==> src/design/mbb_pkg.sv <==
// mbb_pkg: widths, register indexes, reset values and control structs
// for the beta-binomial metropolis step block; no dependencies
package mbb_pkg;

   localparam int FRAC_BITS  = 24;
   localparam int THETA_W    = FRAC_BITS + 1;
   localparam int LOG_INT_W  = 7;
   localparam int LOG_W      = FRAC_BITS + LOG_INT_W;
   localparam int POS_W      = $clog2(FRAC_BITS);
   localparam int CNT_W      = $clog2(FRAC_BITS);
   localparam int MUL_A_W    = 27;
   localparam int MUL_B_W    = 31;
   localparam int PROD_W     = MUL_A_W + MUL_B_W;
   localparam int CSR_IDX_W  = 3;
   localparam int CSR_DATA_W = 26;
   localparam int WIDTH_W    = 26;
   localparam int CNT16_W    = 16;

   localparam logic [CSR_IDX_W-1:0] CSR_SUCCESSES   = 3'd0;
   localparam logic [CSR_IDX_W-1:0] CSR_TRIALS      = 3'd1;
   localparam logic [CSR_IDX_W-1:0] CSR_PRIOR_ALPHA = 3'd2;
   localparam logic [CSR_IDX_W-1:0] CSR_PRIOR_BETA  = 3'd3;
   localparam logic [CSR_IDX_W-1:0] CSR_PROP_WIDTH  = 3'd4;
   localparam logic [CSR_IDX_W-1:0] CSR_START_THETA = 3'd5;

   localparam logic [CNT16_W-1:0] RST_SUCCESSES   = 16'd7;
   localparam logic [CNT16_W-1:0] RST_TRIALS      = 16'd10;
   localparam logic [CNT16_W-1:0] RST_PRIOR_ALPHA = 16'd512;
   localparam logic [CNT16_W-1:0] RST_PRIOR_BETA  = 16'd512;
   localparam logic [WIDTH_W-1:0] RST_PROP_WIDTH  = 26'd15099494;
   localparam logic [THETA_W-1:0] RST_START_THETA = 25'd8388608;

   localparam logic [THETA_W-1:0] ONE_Q = THETA_W'(1) << FRAC_BITS;

   typedef struct packed {
      logic start;
   } log_ctrl_type;

   typedef struct packed {
      logic busy;
      logic done;
   } log_stat_type;

endpackage

==> src/design/mbb_channels.sv <==
// mbb channel interfaces: request, response and register write channels
// depends on mbb_pkg
interface mbb_req_if;
   logic                           valid;
   logic                           ready;
   logic [mbb_pkg::FRAC_BITS-1:0]  step_random;
   logic [mbb_pkg::FRAC_BITS-1:0]  accept_random;
   logic                           restart;
   modport source (output valid, step_random, accept_random, restart, input ready);
   modport sink (input valid, step_random, accept_random, restart, output ready);
endinterface

interface mbb_rsp_if;
   logic                          valid;
   logic                          ready;
   logic [mbb_pkg::THETA_W-1:0]   sample_theta;
   logic                          accepted;
   logic                          out_of_range;
   modport source (output valid, sample_theta, accepted, out_of_range, input ready);
   modport sink (input valid, sample_theta, accepted, out_of_range, output ready);
endinterface

interface mbb_csr_if;
   logic                            valid;
   logic                            ready;
   logic [mbb_pkg::CSR_IDX_W-1:0]   index;
   logic [mbb_pkg::CSR_DATA_W-1:0]  data;
   modport source (output valid, index, data, input ready);
   modport sink (input valid, index, data, output ready);
endinterface

==> src/design/mbb_mul.sv <==
// mbb_mul: the shared signed multiplier used for squaring, offset and ratio terms
// depends on mbb_pkg
module mbb_mul (
   input  logic signed [mbb_pkg::MUL_A_W-1:0] op_a,
   input  logic signed [mbb_pkg::MUL_B_W-1:0] op_b,
   output logic signed [mbb_pkg::PROD_W-1:0]  prod
);
   logic signed [mbb_pkg::PROD_W-1:0] a_ext;
   logic signed [mbb_pkg::PROD_W-1:0] b_ext;

   assign a_ext = mbb_pkg::PROD_W'(op_a);
   assign b_ext = mbb_pkg::PROD_W'(op_b);
   assign prod  = a_ext * b_ext;
endmodule

==> src/design/mbb_log.sv <==
// mbb_log: base-2 log sequencer, leading-one normalize then one squaring per cycle
// depends on mbb_pkg; squares through the shared multiplier via sq_op/prod
module mbb_log (
   input  logic                                clock,
   input  logic                                reset,
   input  mbb_pkg::log_ctrl_type               ctrl,
   input  logic [mbb_pkg::FRAC_BITS-1:0]       x,
   input  logic signed [mbb_pkg::PROD_W-1:0]   prod,
   output logic [mbb_pkg::FRAC_BITS:0]         sq_op,
   output mbb_pkg::log_stat_type               stat,
   output logic signed [mbb_pkg::LOG_W-1:0]    result
);
   logic [mbb_pkg::FRAC_BITS:0]     m_ff, m_in;
   logic [mbb_pkg::FRAC_BITS-1:0]   frac_ff, frac_in;
   logic [mbb_pkg::POS_W-1:0]       pos_ff, pos_in;
   logic [mbb_pkg::CNT_W-1:0]       cnt_ff, cnt_in;
   logic                            busy_ff, busy_in;
   logic                            done_ff, done_in;
   logic [mbb_pkg::POS_W-1:0]       pos;
   logic [mbb_pkg::FRAC_BITS+1:0]   sq;
   logic                            last;

   always_comb begin
      pos = '0;
      for (int i = 0; i < mbb_pkg::FRAC_BITS; i++) begin
         if (x[i]) begin
            pos = mbb_pkg::POS_W'(i);
         end
      end
   end

   assign sq   = prod[2*mbb_pkg::FRAC_BITS+1:mbb_pkg::FRAC_BITS];
   assign last = (cnt_ff == mbb_pkg::CNT_W'(mbb_pkg::FRAC_BITS - 1));

   always_comb begin
      m_in    = m_ff;
      frac_in = frac_ff;
      pos_in  = pos_ff;
      cnt_in  = cnt_ff;
      busy_in = busy_ff;
      done_in = 1'b0;
      if (ctrl.start) begin
         m_in    = {1'b0, x} << (mbb_pkg::POS_W'(mbb_pkg::FRAC_BITS) - pos);
         frac_in = '0;
         pos_in  = pos;
         cnt_in  = '0;
         busy_in = 1'b1;
      end else if (busy_ff) begin
         m_in    = sq[mbb_pkg::FRAC_BITS+1] ? sq[mbb_pkg::FRAC_BITS+1:1]
                                            : sq[mbb_pkg::FRAC_BITS:0];
         frac_in = {frac_ff[mbb_pkg::FRAC_BITS-2:0], sq[mbb_pkg::FRAC_BITS+1]};
         cnt_in  = cnt_ff + 1'b1;
         if (last) begin
            busy_in = 1'b0;
            done_in = 1'b1;
         end
      end
   end

   always_ff @(posedge clock) begin
      if (reset) begin
         busy_ff <= 1'b0;
         done_ff <= 1'b0;
      end else begin
         busy_ff <= busy_in;
         done_ff <= done_in;
      end
      m_ff    <= m_in;
      frac_ff <= frac_in;
      pos_ff  <= pos_in;
      cnt_ff  <= cnt_in;
   end

   assign sq_op       = m_ff;
   assign stat.busy   = busy_ff;
   assign stat.done   = done_ff;
   assign result      = {mbb_pkg::LOG_INT_W'(pos_ff) - mbb_pkg::LOG_INT_W'(mbb_pkg::FRAC_BITS),
                         frac_ff};
endmodule

==> src/design/metropolis_beta_binomial_step.sv <==
// metropolis_beta_binomial_step: random-walk metropolis step for a beta-binomial posterior
// depends on mbb_pkg, mbb_channels, mbb_mul and mbb_log
//
// usage
//   req_ch carries one step: step_random r, accept_random u and restart.
//   rsp_ch returns one result per request: sample_theta, accepted, out_of_range.
//   csr_ch writes the six registers by index, always ready; write only when idle.
// sequencing
//   a request is taken only when idle and the response register is empty.
//   one log runs on the shared squaring loop: start, one squaring per fraction bit, done.
//   an out-of-range proposal is answered without any log; an in-range one with a zero
//   acceptance draw after the two proposal logs, and any other after the log of u
//   and the ratio compare; restart first clamps the start value and takes its two logs.
//   one request in flight; the next is taken the cycle after the response goes.
// reset
//   loads register defaults, then computes the logs of the start value
//   before req_ch.ready rises.
// stall
//   a result waits in the response register; no new request is taken until it goes.
module metropolis_beta_binomial_step (
   input logic        clock,
   input logic        reset,
   mbb_req_if.sink    req_ch,
   mbb_rsp_if.source  rsp_ch,
   mbb_csr_if.sink    csr_ch
);
   localparam logic [3:0] S_INIT = 4'd0;
   localparam logic [3:0] S_LOGT = 4'd1;
   localparam logic [3:0] S_LOGC = 4'd2;
   localparam logic [3:0] S_IDLE = 4'd3;
   localparam logic [3:0] S_OFF  = 4'd4;
   localparam logic [3:0] S_PROP = 4'd5;
   localparam logic [3:0] S_PLT  = 4'd6;
   localparam logic [3:0] S_PLC  = 4'd7;
   localparam logic [3:0] S_LU   = 4'd8;
   localparam logic [3:0] S_MA   = 4'd9;
   localparam logic [3:0] S_MB   = 4'd10;
   localparam logic [3:0] S_CMP  = 4'd11;

   localparam int FB = mbb_pkg::FRAC_BITS;

   logic [3:0] state_ff, state_in;
   logic       go_ff, go_in;
   logic       job_ff, job_in;

   logic [mbb_pkg::CNT16_W-1:0]  succ_ff, trials_ff, alpha_ff, beta_ff;
   logic [mbb_pkg::WIDTH_W-1:0]  width_ff;
   logic [mbb_pkg::THETA_W-1:0]  start_ff;

   logic [mbb_pkg::THETA_W-1:0]       theta_ff, theta_in;
   logic signed [mbb_pkg::LOG_W-1:0]  clt_ff, clt_in, clc_ff, clc_in;
   logic signed [mbb_pkg::LOG_W-1:0]  lt_ff, lt_in, lc_ff, lc_in, lu_ff, lu_in;
   logic [FB-1:0]                     tp_ff, tp_in, r_ff, r_in, u_ff, u_in;
   logic signed [mbb_pkg::PROD_W-1:0] prod_ff, pa_ff, pa_in;

   logic                         rsp_valid_ff, rsp_valid_in;
   logic [mbb_pkg::THETA_W-1:0]  rsp_theta_ff, rsp_theta_in;
   logic                         rsp_acc_ff, rsp_acc_in, rsp_oor_ff, rsp_oor_in;

   mbb_pkg::log_ctrl_type            log_ctrl;
   mbb_pkg::log_stat_type            log_st;
   logic [FB-1:0]                    log_x;
   logic [FB:0]                      sq_op;
   logic signed [mbb_pkg::LOG_W-1:0] log_res;

   logic signed [mbb_pkg::MUL_A_W-1:0] op_a;
   logic signed [mbb_pkg::MUL_B_W-1:0] op_b;
   logic signed [mbb_pkg::PROD_W-1:0]  mul_p;

   logic signed [mbb_pkg::WIDTH_W-1:0]  centered;
   logic signed [mbb_pkg::PROD_W-FB-1:0] offset;
   logic signed [mbb_pkg::PROD_W-FB+1:0] prop;
   logic [mbb_pkg::CNT16_W-1:0]          fail;
   logic signed [mbb_pkg::MUL_A_W-1:0]   ca, cb;
   logic signed [mbb_pkg::MUL_B_W-1:0]   dlt, dlc;
   logic signed [mbb_pkg::PROD_W-1:0]    ratio, lu_scaled;
   logic [mbb_pkg::THETA_W-1:0]          start_clamped;
   logic                                 take_req, next_is_log;

   mbb_mul u_mul (.op_a(op_a), .op_b(op_b), .prod(mul_p));

   mbb_log u_log (
      .clock(clock), .reset(reset), .ctrl(log_ctrl), .x(log_x), .prod(mul_p),
      .sq_op(sq_op), .stat(log_st), .result(log_res)
   );

   // register writes
   assign csr_ch.ready = 1'b1;

   always_ff @(posedge clock) begin
      if (reset) begin
         succ_ff   <= mbb_pkg::RST_SUCCESSES;
         trials_ff <= mbb_pkg::RST_TRIALS;
         alpha_ff  <= mbb_pkg::RST_PRIOR_ALPHA;
         beta_ff   <= mbb_pkg::RST_PRIOR_BETA;
         width_ff  <= mbb_pkg::RST_PROP_WIDTH;
         start_ff  <= mbb_pkg::RST_START_THETA;
      end else if (csr_ch.valid) begin
         case (csr_ch.index)
            mbb_pkg::CSR_SUCCESSES:   succ_ff   <= csr_ch.data[mbb_pkg::CNT16_W-1:0];
            mbb_pkg::CSR_TRIALS:      trials_ff <= csr_ch.data[mbb_pkg::CNT16_W-1:0];
            mbb_pkg::CSR_PRIOR_ALPHA: alpha_ff  <= csr_ch.data[mbb_pkg::CNT16_W-1:0];
            mbb_pkg::CSR_PRIOR_BETA:  beta_ff   <= csr_ch.data[mbb_pkg::CNT16_W-1:0];
            mbb_pkg::CSR_PROP_WIDTH:  width_ff  <= csr_ch.data[mbb_pkg::WIDTH_W-1:0];
            mbb_pkg::CSR_START_THETA: start_ff  <= csr_ch.data[mbb_pkg::THETA_W-1:0];
            default: ;
         endcase
      end
   end

   // datapath terms
   assign start_clamped = (start_ff == '0) ? mbb_pkg::THETA_W'(1) :
                          (start_ff >= mbb_pkg::ONE_Q) ? mbb_pkg::ONE_Q - 1'b1 : start_ff;
   assign centered  = $signed({1'b0, r_ff, 1'b0}) - $signed(mbb_pkg::WIDTH_W'(mbb_pkg::ONE_Q));
   assign offset    = prod_ff[mbb_pkg::PROD_W-1:FB];
   assign prop      = $signed({{(mbb_pkg::PROD_W-FB+2-mbb_pkg::THETA_W){1'b0}}, theta_ff})
                      + (mbb_pkg::PROD_W-FB+2)'(offset);
   assign fail      = (trials_ff > succ_ff) ? trials_ff - succ_ff : '0;
   assign ca        = $signed({3'b0, succ_ff, 8'b0}) + $signed({11'b0, alpha_ff})
                      - mbb_pkg::MUL_A_W'(256);
   assign cb        = $signed({3'b0, fail, 8'b0}) + $signed({11'b0, beta_ff})
                      - mbb_pkg::MUL_A_W'(256);
   assign dlt       = lt_ff - clt_ff;
   assign dlc       = lc_ff - clc_ff;
   assign ratio     = pa_ff + prod_ff;
   assign lu_scaled = mbb_pkg::PROD_W'($signed({lu_ff, 8'b0}));

   always_comb begin
      if (log_st.busy) begin
         op_a = $signed({{(mbb_pkg::MUL_A_W-FB-1){1'b0}}, sq_op});
         op_b = $signed({{(mbb_pkg::MUL_B_W-FB-1){1'b0}}, sq_op});
      end else begin
         case (state_ff)
            S_OFF: begin
               op_a = $signed({1'b0, width_ff});
               op_b = mbb_pkg::MUL_B_W'(centered);
            end
            S_MA: begin
               op_a = ca;
               op_b = dlt;
            end
            default: begin
               op_a = cb;
               op_b = dlc;
            end
         endcase
      end
   end

   always_comb begin
      case (state_ff)
         S_LOGT:  log_x = theta_ff[FB-1:0];
         S_LOGC:  log_x = FB'(mbb_pkg::ONE_Q - theta_ff);
         S_PLT:   log_x = tp_ff;
         S_PLC:   log_x = FB'(mbb_pkg::ONE_Q - {1'b0, tp_ff});
         default: log_x = u_ff;
      endcase
   end

   assign log_ctrl.start = go_ff;
   assign take_req       = req_ch.valid && req_ch.ready;
   assign req_ch.ready   = (state_ff == S_IDLE) && !rsp_valid_ff;

   // sequencer
   always_comb begin
      state_in     = state_ff;
      job_in       = job_ff;
      theta_in     = theta_ff;
      clt_in       = clt_ff;
      clc_in       = clc_ff;
      lt_in        = lt_ff;
      lc_in        = lc_ff;
      lu_in        = lu_ff;
      tp_in        = tp_ff;
      r_in         = r_ff;
      u_in         = u_ff;
      pa_in        = pa_ff;
      rsp_valid_in = rsp_valid_ff && !rsp_ch.ready;
      rsp_theta_in = rsp_theta_ff;
      rsp_acc_in   = rsp_acc_ff;
      rsp_oor_in   = rsp_oor_ff;
      case (state_ff)
         S_INIT: begin
            theta_in = start_clamped;
            state_in = S_LOGT;
         end
         S_LOGT: begin
            if (log_st.done) begin
               clt_in   = log_res;
               state_in = S_LOGC;
            end
         end
         S_LOGC: begin
            if (log_st.done) begin
               clc_in   = log_res;
               state_in = job_ff ? S_OFF : S_IDLE;
            end
         end
         S_IDLE: begin
            if (take_req) begin
               r_in     = req_ch.step_random;
               u_in     = req_ch.accept_random;
               job_in   = 1'b1;
               state_in = req_ch.restart ? S_INIT : S_OFF;
            end
         end
         S_OFF: state_in = S_PROP;
         S_PROP: begin
            if (prop <= 0 || prop >= $signed((mbb_pkg::PROD_W-FB+2)'(mbb_pkg::ONE_Q))) begin
               rsp_valid_in = 1'b1;
               rsp_theta_in = theta_ff;
               rsp_acc_in   = 1'b0;
               rsp_oor_in   = 1'b1;
               job_in       = 1'b0;
               state_in     = S_IDLE;
            end else begin
               tp_in    = prop[FB-1:0];
               state_in = S_PLT;
            end
         end
         S_PLT: begin
            if (log_st.done) begin
               lt_in    = log_res;
               state_in = S_PLC;
            end
         end
         S_PLC: begin
            if (log_st.done) begin
               lc_in = log_res;
               if (u_ff == '0) begin
                  theta_in     = {1'b0, tp_ff};
                  clt_in       = lt_ff;
                  clc_in       = log_res;
                  rsp_valid_in = 1'b1;
                  rsp_theta_in = {1'b0, tp_ff};
                  rsp_acc_in   = 1'b1;
                  rsp_oor_in   = 1'b0;
                  job_in       = 1'b0;
                  state_in     = S_IDLE;
               end else begin
                  state_in = S_LU;
               end
            end
         end
         S_LU: begin
            if (log_st.done) begin
               lu_in    = log_res;
               state_in = S_MA;
            end
         end
         S_MA: state_in = S_MB;
         S_MB: begin
            pa_in    = prod_ff;
            state_in = S_CMP;
         end
         S_CMP: begin
            rsp_valid_in = 1'b1;
            rsp_oor_in   = 1'b0;
            job_in       = 1'b0;
            state_in     = S_IDLE;
            if (lu_scaled < ratio) begin
               theta_in     = {1'b0, tp_ff};
               clt_in       = lt_ff;
               clc_in       = lc_ff;
               rsp_theta_in = {1'b0, tp_ff};
               rsp_acc_in   = 1'b1;
            end else begin
               rsp_theta_in = theta_ff;
               rsp_acc_in   = 1'b0;
            end
         end
         default: state_in = S_INIT;
      endcase
   end

   assign next_is_log = (state_in == S_LOGT) || (state_in == S_LOGC) ||
                        (state_in == S_PLT) || (state_in == S_PLC) || (state_in == S_LU);
   assign go_in       = next_is_log && (state_in != state_ff);

   always_ff @(posedge clock) begin
      if (reset) begin
         state_ff     <= S_INIT;
         go_ff        <= 1'b0;
         job_ff       <= 1'b0;
         rsp_valid_ff <= 1'b0;
      end else begin
         state_ff     <= state_in;
         go_ff        <= go_in;
         job_ff       <= job_in;
         rsp_valid_ff <= rsp_valid_in;
      end
      theta_ff     <= theta_in;
      clt_ff       <= clt_in;
      clc_ff       <= clc_in;
      lt_ff        <= lt_in;
      lc_ff        <= lc_in;
      lu_ff        <= lu_in;
      tp_ff        <= tp_in;
      r_ff         <= r_in;
      u_ff         <= u_in;
      pa_ff        <= pa_in;
      prod_ff      <= mul_p;
      rsp_theta_ff <= rsp_theta_in;
      rsp_acc_ff   <= rsp_acc_in;
      rsp_oor_ff   <= rsp_oor_in;
   end

   assign rsp_ch.valid        = rsp_valid_ff;
   assign rsp_ch.sample_theta = rsp_theta_ff;
   assign rsp_ch.accepted     = rsp_acc_ff;
   assign rsp_ch.out_of_range = rsp_oor_ff;

`ifndef NO_ASSERTIONS
   a_log_done_in_log_state: assert property (@(posedge clock) disable iff (reset)
      log_st.done |-> (state_ff == S_LOGT || state_ff == S_LOGC || state_ff == S_PLT ||
                       state_ff == S_PLC || state_ff == S_LU))
      else $error("log result arrived outside a log state");

   a_no_start_while_busy: assert property (@(posedge clock) disable iff (reset)
      log_ctrl.start |-> !log_st.busy)
      else $error("log started while busy");

   a_theta_in_range: assert property (@(posedge clock) disable iff (reset)
      (state_ff == S_IDLE) |-> (theta_ff != '0 && theta_ff < mbb_pkg::ONE_Q))
      else $error("theta left the open unit interval");

   a_flags_exclusive: assert property (@(posedge clock) disable iff (reset)
      rsp_valid_ff |-> !(rsp_acc_ff && rsp_oor_ff))
      else $error("accepted and out of range both set");

   a_single_transaction: assert property (@(posedge clock) disable iff (reset)
      take_req |=> !req_ch.ready)
      else $error("second transaction taken while one is in flight");
`endif
endmodule
==> src/flat_wrapper.sv <==
// flat-port wrapper written by rule: the top's interface ports become plain ports
module metropolis_beta_binomial_step_flat 
  (clock, reset, req_ch_valid, req_ch_step_random, req_ch_accept_random, req_ch_restart, req_ch_ready, rsp_ch_valid, rsp_ch_sample_theta, rsp_ch_accepted, rsp_ch_out_of_range, rsp_ch_ready, csr_ch_valid, csr_ch_index, csr_ch_data, csr_ch_ready);
  mbb_req_if req_ch_i ();
  mbb_rsp_if rsp_ch_i ();
  mbb_csr_if csr_ch_i ();
  input logic clock;
  input logic reset;
  input wire logic [$bits(req_ch_i.valid)-1:0] req_ch_valid;
  input wire logic [$bits(req_ch_i.step_random)-1:0] req_ch_step_random;
  input wire logic [$bits(req_ch_i.accept_random)-1:0] req_ch_accept_random;
  input wire logic [$bits(req_ch_i.restart)-1:0] req_ch_restart;
  output wire logic [$bits(req_ch_i.ready)-1:0] req_ch_ready;
  output wire logic [$bits(rsp_ch_i.valid)-1:0] rsp_ch_valid;
  output wire logic [$bits(rsp_ch_i.sample_theta)-1:0] rsp_ch_sample_theta;
  output wire logic [$bits(rsp_ch_i.accepted)-1:0] rsp_ch_accepted;
  output wire logic [$bits(rsp_ch_i.out_of_range)-1:0] rsp_ch_out_of_range;
  input wire logic [$bits(rsp_ch_i.ready)-1:0] rsp_ch_ready;
  input wire logic [$bits(csr_ch_i.valid)-1:0] csr_ch_valid;
  input wire logic [$bits(csr_ch_i.index)-1:0] csr_ch_index;
  input wire logic [$bits(csr_ch_i.data)-1:0] csr_ch_data;
  output wire logic [$bits(csr_ch_i.ready)-1:0] csr_ch_ready;
  assign req_ch_i.valid = req_ch_valid;
  assign req_ch_i.step_random = req_ch_step_random;
  assign req_ch_i.accept_random = req_ch_accept_random;
  assign req_ch_i.restart = req_ch_restart;
  assign req_ch_ready = req_ch_i.ready;
  assign rsp_ch_valid = rsp_ch_i.valid;
  assign rsp_ch_sample_theta = rsp_ch_i.sample_theta;
  assign rsp_ch_accepted = rsp_ch_i.accepted;
  assign rsp_ch_out_of_range = rsp_ch_i.out_of_range;
  assign rsp_ch_i.ready = rsp_ch_ready;
  assign csr_ch_i.valid = csr_ch_valid;
  assign csr_ch_i.index = csr_ch_index;
  assign csr_ch_i.data = csr_ch_data;
  assign csr_ch_ready = csr_ch_i.ready;
  metropolis_beta_binomial_step u_core (.clock(clock), .reset(reset), .req_ch(req_ch_i), .rsp_ch(rsp_ch_i), .csr_ch(csr_ch_i));
endmodule
==> config.mk <==
export PLATFORM = sky130hd
export DESIGN_NAME = metropolis_beta_binomial_step_flat
export DESIGN_NICKNAME = d
export VERILOG_FILES = /design/src/design/mbb_pkg.sv /design/src/design/mbb_channels.sv /design/src/design/mbb_mul.sv /design/src/design/mbb_log.sv /design/src/design/metropolis_beta_binomial_step.sv /design/src/flat_wrapper.sv
export SDC_FILE = /design/constraint.sdc
export NUM_CORES = 2
export LEC_CHECK = 0
export BUFFER_PORTS_ARGS = -buffer_cell sky130_fd_sc_hd__buf_2
export CORE_MARGIN = 2
export CORE_UTILIZATION = 55
export CTS_BUF_LIST = sky130_fd_sc_hd__clkbuf_2 sky130_fd_sc_hd__clkbuf_4 sky130_fd_sc_hd__clkbuf_8
export CTS_CLUSTER_SIZE = 14
export DETAILED_ROUTE_END_ITERATION = 10
export HOLD_SLACK_MARGIN = 0.15
export PLACE_DENSITY = 0.71
export SYNTH_ARGS = -nofsm -noshare
export SYNTH_HDL_FRONTEND = slang
export SYNTH_SLANG_ARGS = --single-unit
==> constraint.sdc <==
create_clock -name clock -period 29.2 [get_ports clock]
set_clock_uncertainty 0.1 [all_clocks]
set_input_delay 1.46 -clock clock [delete_from_list [all_inputs] [get_ports clock]]
set_output_delay 1.46 -clock clock [all_outputs]
set_load 0.005 [all_outputs]
======== Word level (Yosys, flattened, before mapping) ========
Cells that the tools add are included.
cells by class
  add/subtract/negate cells ............... 15
  multiply operators ...................... 1
  div/mod/pow operators ................... 0
  magnitude comparators ................... 5
  eq/ne operators ......................... 30
  shift operators ......................... 1
  mux-type cells .......................... 79
  bitwise operators ....................... 2
  reduce and logical (&&, ||, !) cells .... 38
operators by type and width
  kind                    count
  $mux 31                 8
  $mux 25                 9
  $pmux 31 s3             2
  $pmux 25 s3             2
  $mux 5                  22
  $pmux 24 s4             1
  $pmux 31 s2             1
  $sub 30x31->31          2
  $add 58x58->58          1
  $lt 38x58->1            1
  $mul 27x31->58          1
  $pmux 27 s2             1
  $sub 27x10->27 const B  2
  $add 24x16->25          2
  $pmux 4 s12             1
  $sub 1x24->24 const A   2
  $ge 36x26->1 const B    1
  $le 36x1->1 const B     1
  $add 26x34->35          1
  $mux 4                  7
  $mux 27                 1
  $sub 25x25->26 const B  1
  $ge 25x25->1 const B    1
  $logic_not 25->1        1
  other kinds (37)        99
storage, ports and cells
  register bits ........................... 575
  latch bits .............................. 0
  memory bits (writable) .................. 0
  memory bits (read-only) ................. 0
  bits of input ports ..................... 83
  memories kept ........................... 0

======== Longest topological paths before layout ========
  depth after elaboration ................. 28
  gate-level depth with buffers ........... 56
  mapped depth without buffers ............ 53

======== By module ========
Synthesis repeated with hierarchy kept, for this count alone.
second synthesis, totals
  cells, all modules ...................... 7029
  area total of the unflattened synthesis .. 65218.8 um2
modules (own cells, without submodules)
  module                         times used  cells an instance  area an instance (um2)
  metropolis_beta_binomial_step  1           3321               31402.6
  mbb_mul                        1           3314               29816.1
  mbb_log                        1           394                4000.1

======== Worst setup path before layout ========
Ideal clock, no wire load.
  path kind ............................... flip-flop to flip-flop
  start ................................... register u_core.succ_ff[8] (netlist bit)
  end ..................................... register u_core.u_log.m_ff (netlist bit u_core.u_log.sq_op[24]), data pin
  library setup time ...................... 0.261 ns
  data arrival time ....................... 12.943 ns
  data required time ...................... 28.839 ns
  slack ................................... 15.896 ns
  cell stages (with the launch flop) ...... 52
  cell sequence ........................... dfxtp_1 > clkbuf_1 > inv_1 > ha_1 > nand3_1 > nor4_1 > a21oi_1 > a31oi_1 > clkbuf_1 > nor2_1 > ha_1 > fa_1 > a21o_1 > a21oi_1 > o21bai_1 > a21oi_1 > o21bai_1 > a21oi_1 > [16 not listed] > fa_1 > inv_1 > ha_1 > a21o_1 > a21o_1 > a21oi_1 > o21ai_0 > a21o_1 > o2111a_1 > o2111a_1 > or3_1 > a31oi_1 > xor2_1 > inv_1 > buf_1 > o21ai_0 > o21ai_0 > a221o_1
on the way
  word-level cells in the longest chain between the ends .. 10
RTL lines
  what                                            line                                  RTL
  start: declaration                              metropolis_beta_binomial_step.sv:46   logic [mbb_pkg::CNT16_W-1:0] succ_ff, trials_ff, alpha_ff, beta_ff;
  start signal: assignment                        metropolis_beta_binomial_step.sv:92   succ_ff <= mbb_pkg::RST_SUCCESSES;
  start signal: assignment                        metropolis_beta_binomial_step.sv:100  mbb_pkg::CSR_SUCCESSES: succ_ff <= csr_ch.data[mbb_pkg::CNT16_W-1:0];
  $sub 16x16->16 or $gt 16x16->1 (tied branches)  metropolis_beta_binomial_step.sv:118  assign fail = (trials_ff > succ_ff) ? trials_ff - succ_ff : '0;
  $mux 16                                         metropolis_beta_binomial_step.sv:118
  $add 24x16->25                                  metropolis_beta_binomial_step.sv:121  assign cb = $signed({3'b0, fail, 8'b0}) + $signed({11'b0, beta_ff})
  $sub 27x10->27                                  metropolis_beta_binomial_step.sv:122  - mbb_pkg::MUL_A_W'(256);
  $pmux 27 s2 (*)                                 metropolis_beta_binomial_step.sv:133  case (state_ff)
  $mux 27 (*)                                     metropolis_beta_binomial_step.sv:129  if (log_st.busy) begin
  $mul 27x31->58 (*)                              mbb_mul.sv:13                         assign prod = a_ext * b_ext;
  net u_core.mul_p (one bit)                      metropolis_beta_binomial_step.sv:68   logic signed [mbb_pkg::PROD_W-1:0] mul_p;
  $mux 25 (*)                                     mbb_log.sv:49                         m_in = sq[mbb_pkg::FRAC_BITS+1] ? sq[mbb_pkg::FRAC_BITS+1:1]
  $mux 25 (*)                                     mbb_log.sv:48                         end else if (busy_ff) begin
  $mux 25 (*)                                     mbb_log.sv:42                         if (ctrl.start) begin
  net u_core.u_log.m_in (one bit)                 mbb_log.sv:13                         logic [mbb_pkg::FRAC_BITS:0] m_ff, m_in;
  end signal: assignment                          mbb_log.sv:68                         m_ff <= m_in;
  end: declaration                                mbb_log.sv:13
Mark *: on every way through the listed nets, which the timed path passes. The rest lies on a longest branch. The select of a mux whose other input is x is not followed.
A chain may end at the register's enable or synchronous reset.

======== Final worst setup path ========
  start ................................... register u_core.succ_ff[8] (netlist bit)
  end ..................................... register u_core.u_log.m_ff (netlist bit u_core.u_log.sq_op[9]), data pin
on the way
  word-level cells in the longest chain between the ends .. 10
RTL lines
  what                                            line
  $sub 16x16->16 or $gt 16x16->1 (tied branches)  metropolis_beta_binomial_step.sv:118
  $mux 16                                         metropolis_beta_binomial_step.sv:118
  $add 24x16->25                                  metropolis_beta_binomial_step.sv:121
  $sub 27x10->27                                  metropolis_beta_binomial_step.sv:122
  $pmux 27 s2 (*)                                 metropolis_beta_binomial_step.sv:133
  $mux 27 (*)                                     metropolis_beta_binomial_step.sv:129
  $mul 27x31->58 (*)                              mbb_mul.sv:13
  $mux 25 (*)                                     mbb_log.sv:49
  $mux 25 (*)                                     mbb_log.sv:48
  $mux 25 (*)                                     mbb_log.sv:42
  net u_core.u_log.m_in (one bit)                 mbb_log.sv:13
Marked as above.

==> impl_metrics.py <==
metrics = {
    "synthesis": {
        "yosysWarnings": 0,
        "syn_nets": 8332,
        "syn_inst": 6986,
        "yosys.area_share.simple_pct": 15.6,
        "synth_compound_area_share_pct": 12.3,
        "yosysSeqAreaShare_pct": 23.5,
        "ys.flop_type": "edfxtp_1",
        "synthMuxAreaShare_pct": 2.45,
        "async_flop_share_pct": 0,
        "synth_top_family_by_area": "adder cells",
        "ys_types": 96,
        "postSynthAreaPerCell_um2": 9.21,
        "syn-cell-area_um2": 64300,
        "synth_xor_area_share_pct": 3.31,
        "synth_edf_count": 362,
        "synth_seq_cells": 573,
        "synthAdderAreaFrac_pct": 34.7,
    },
    "run": {
        "cap_violations": 0,
    },
    "clocking": {
        "insertion_delay_ps": 820,
        "post_cts_buffers": 0,
        "cts_made_buffers": 96,
        "cts_resized": 0,
        "clk_path_buf_depth": 3,
        "cts_sinks": 573,
        "cts_root_buf": "clkbuf_8",
        "clkSlewWorstSetupHoldPaths_ps": 60,
        "cts_hold_buf": 0,
        "cts_tree": "yes",
        "cts_max_level": 3,
    },
    "die": {
        "die_h_um": 346,
        "io_pins": 113,
        "start_util_pct": 55.4,
        "rows": 125,
        "core_area_um2": 116000,
        "die_x_um": 346,
        "dieArea_um2": 120000,
    },
    "grt": {
        "antenna_found_initial": 6,
        "grt_pass1_wl_um": 311000,
        "gr-usage-all-layers_pct": 33.9,
        "grt_pass1_vias": 52600,
        "grt_max_degree": 76,
        "grt.overflow.total": 0,
    },
    "critical_path": {
        "cpMaxStageDelayCell": "nor4b_1",
        "crit_start": "u_core.succ_ff[8]",
        "critical_path_arrival_ps": 15160,
        "r2r-start": "u_core.succ_ff[8]",
        "cpPeakStageDelay_ps": 810,
        "cpMostUsedCell": "fa_1",
        "cp_max_fo": 30,
        "cp-start-kind": "register",
        "endpoint_kind": "register",
        "path_class": "register to register",
        "required_ps": 29610,
    },
    "routing": {
        "route.detailed.drc": 0,
        "ant_nets": 0,
        "drt_iter0_markers": 5338,
        "dr.pass1.iters": 6,
        "routed_wl_um": 203000,
        "vias_per_cell": 6.10,
        "vias": 52500,
        "avgRoutedWirePerCell_um": 23.5,
    },
    "outcome": {
        "status": "finished, final reports clean",
    },
    "sta": {
        "setup_slack_ps": 14450,
        "fin_crit_ps": 14750,
        "maxSlewHeadroom_pct": 14.1,
        "tightestPinTransition_ps": 1290,
        "hold_viol_final": 0,
        "fmax_mhz": 67.8,
        "post-route-period-util_pct": 50.5,
        "finalSetupViolations": 0,
        "maxSlewViolCount": 0,
        "fin_setup_tns_ps": 0,
        "rsz0062_at_grt": "no",
    },
    "place": {
        "place_ws_ps": 14810,
        "portBuffers": 111,
        "gp_congestion": 0.989,
        "dp_hpwl_um": 156000,
    },
    "worst_hold_path": {
        "hold_class": "register to register",
        "hold_start": "u_core.prod_ff[4]",
    },
    "final_layout": {
        "drive_gt1_share_pct": 8.24,
        "multiInputGateArea_um2": 44200,
        "nFillCells": 10100,
        "syn2layout_area_growth_pct": 7.05,
        "fin_nets": 8345,
        "seq_area_um2": 15100,
    },
}
[worst max-delay path, delay by kind of cell (launching register included)]
kind | cells | cell delay [ps]
adder cells (fa/ha/maj) | 11 | 4830
AO/OA/AOI/OAI | 14 | 3050
multiplexers | 1 | 250
XOR/XNOR | 2 | 400
buffers and inverters | 8 | 1570
flip-flops | 1 | 500
AND/OR/NAND/NOR | 13 | 3750
[state kept, by name (all words and copies together) (netlist names), 26 cells and up]
name             flops
u_core.pa_ff        58
u_core.prod_ff      58
u_core.clc_ff       30
u_core.clt_ff       30
u_core.lc_ff        30
u_core.lt_ff        30
u_core.lu_ff        30
u_core.width_ff     26
[cells in the mapped netlist, drive strengths merged (17+ instances only)]
cell type	number	area, um2
a211oi	56	420
a21bo	22	220
a21o	136	1020
a21oi	333	1680
a221o	17	170
a221oi	19	166
a22oi	21	158
a31oi	36	225
and2	114	713
and3	51	324
buf	29	141
clkbuf	282	1060
dfxtp	211	4220
edfxtp	362	10900
fa	869	17400
ha	394	4930
inv	1088	4080
mux2	53	597
mux2i	82	821
nand2	1124	4220
nand2b	67	419
nand3	132	661
nand3b	24	180
nand4	55	344
nor2	293	1100
nor2b	51	319
nor3	120	601
nor4	42	275
o2111ai	17	149
o211ai	42	320
o21a	52	390
o21ai	182	911
o21bai	35	263
o221ai	20	175
o22ai	20	131
or2	23	144
or3	45	282
xnor2	150	1320
xor2	92	806
[layout by cell type (no fill, tap or decap), types with 40 or more instances in the layout]
cell type / netlist / routed
a21oi_1: 332 / 322
nand2_1: 1123 / 1121
mux2_2: 53 / 53
or3_1: 45 / 45
nand3_1: 132 / 132
o21ai_0: 179 / 179
buf_2: 8 / 111
nor3_1: 120 / 113
mux2i_1: 82 / 82
fa_1: 869 / 869
and3_1: 50 / 50
a211oi_1: 56 / 52
buf_4: 2 / 115
ha_1: 394 / 394
dfxtp_1: 211 / 209
inv_1: 1086 / 1085
a21o_1: 136 / 134
nor2b_1: 51 / 51
nor4_1: 40 / 40
nor2_1: 293 / 280
o21a_1: 52 / 51
xor2_1: 92 / 92
edfxtp_1: 362 / 362
xnor2_1: 149 / 149
nand4_1: 55 / 55
and2_1: 112 / 113
o211ai_1: 41 / 41
clkbuf_8: 0 / 112
nand2b_1: 67 / 67
[path summary, 6_finish.rpt]
path | endpoint | slack (ps) | cells past startpoint
min | u_core.pa_ff[4] | 350 | 0
max | u_core.u_log.sq_op[9] | 14450 | 49
max reg2reg | u_core.u_log.sq_op[9] | 14450 | 49
min reg2reg | u_core.pa_ff[4] | 350 | 0
[logic make-up (layout without fill, tap and decap cells)]
kind of cell	after synthesis	after routing
AOI/OAI and AO/OA	1174	1174
xor gates and xnor gates	242	242
adders and majority gates	1263	1263
buffers and inverters	1399	1492
DFF	573	573
muxes	142	142
other	1	10
and+or+nand+nor	2192	2192
[area by class of cell]
class	instances	share of cell area [%]
Sequential cell	573	21.9
Clock buffer	142	2.57
Tap cell	1524	2.77
Multi-Input combinational cell	5014	64.2
Antenna cell	9	0.0327
Clock inverter	36	0.545
Inverter	1088	5.93
Timing Repair Buffer	226	2.06
[metal layers]
metal,GRT usage [%],wire length [um]
met1,44.2,78300
met2,53.5,92100
met3,6.37,18900
met4,19.3,13200
met5,0,34
[through the flow]
stage	hold WS (ps)	util, %	cells	cell area [um2]
after floorplan	312	-	6986	64300
after global placement	321	57.5	8424	66700
after detailed placement	331	57.5	8425	66700
after CTS	345	59.3	8603	68800
after global routing	358	59.3	8604	68800
final	345	59.3	8612	68900
Power is not shown: default switching activity piles up to over one toggle a cycle in this logic, so the estimate is an artifact.
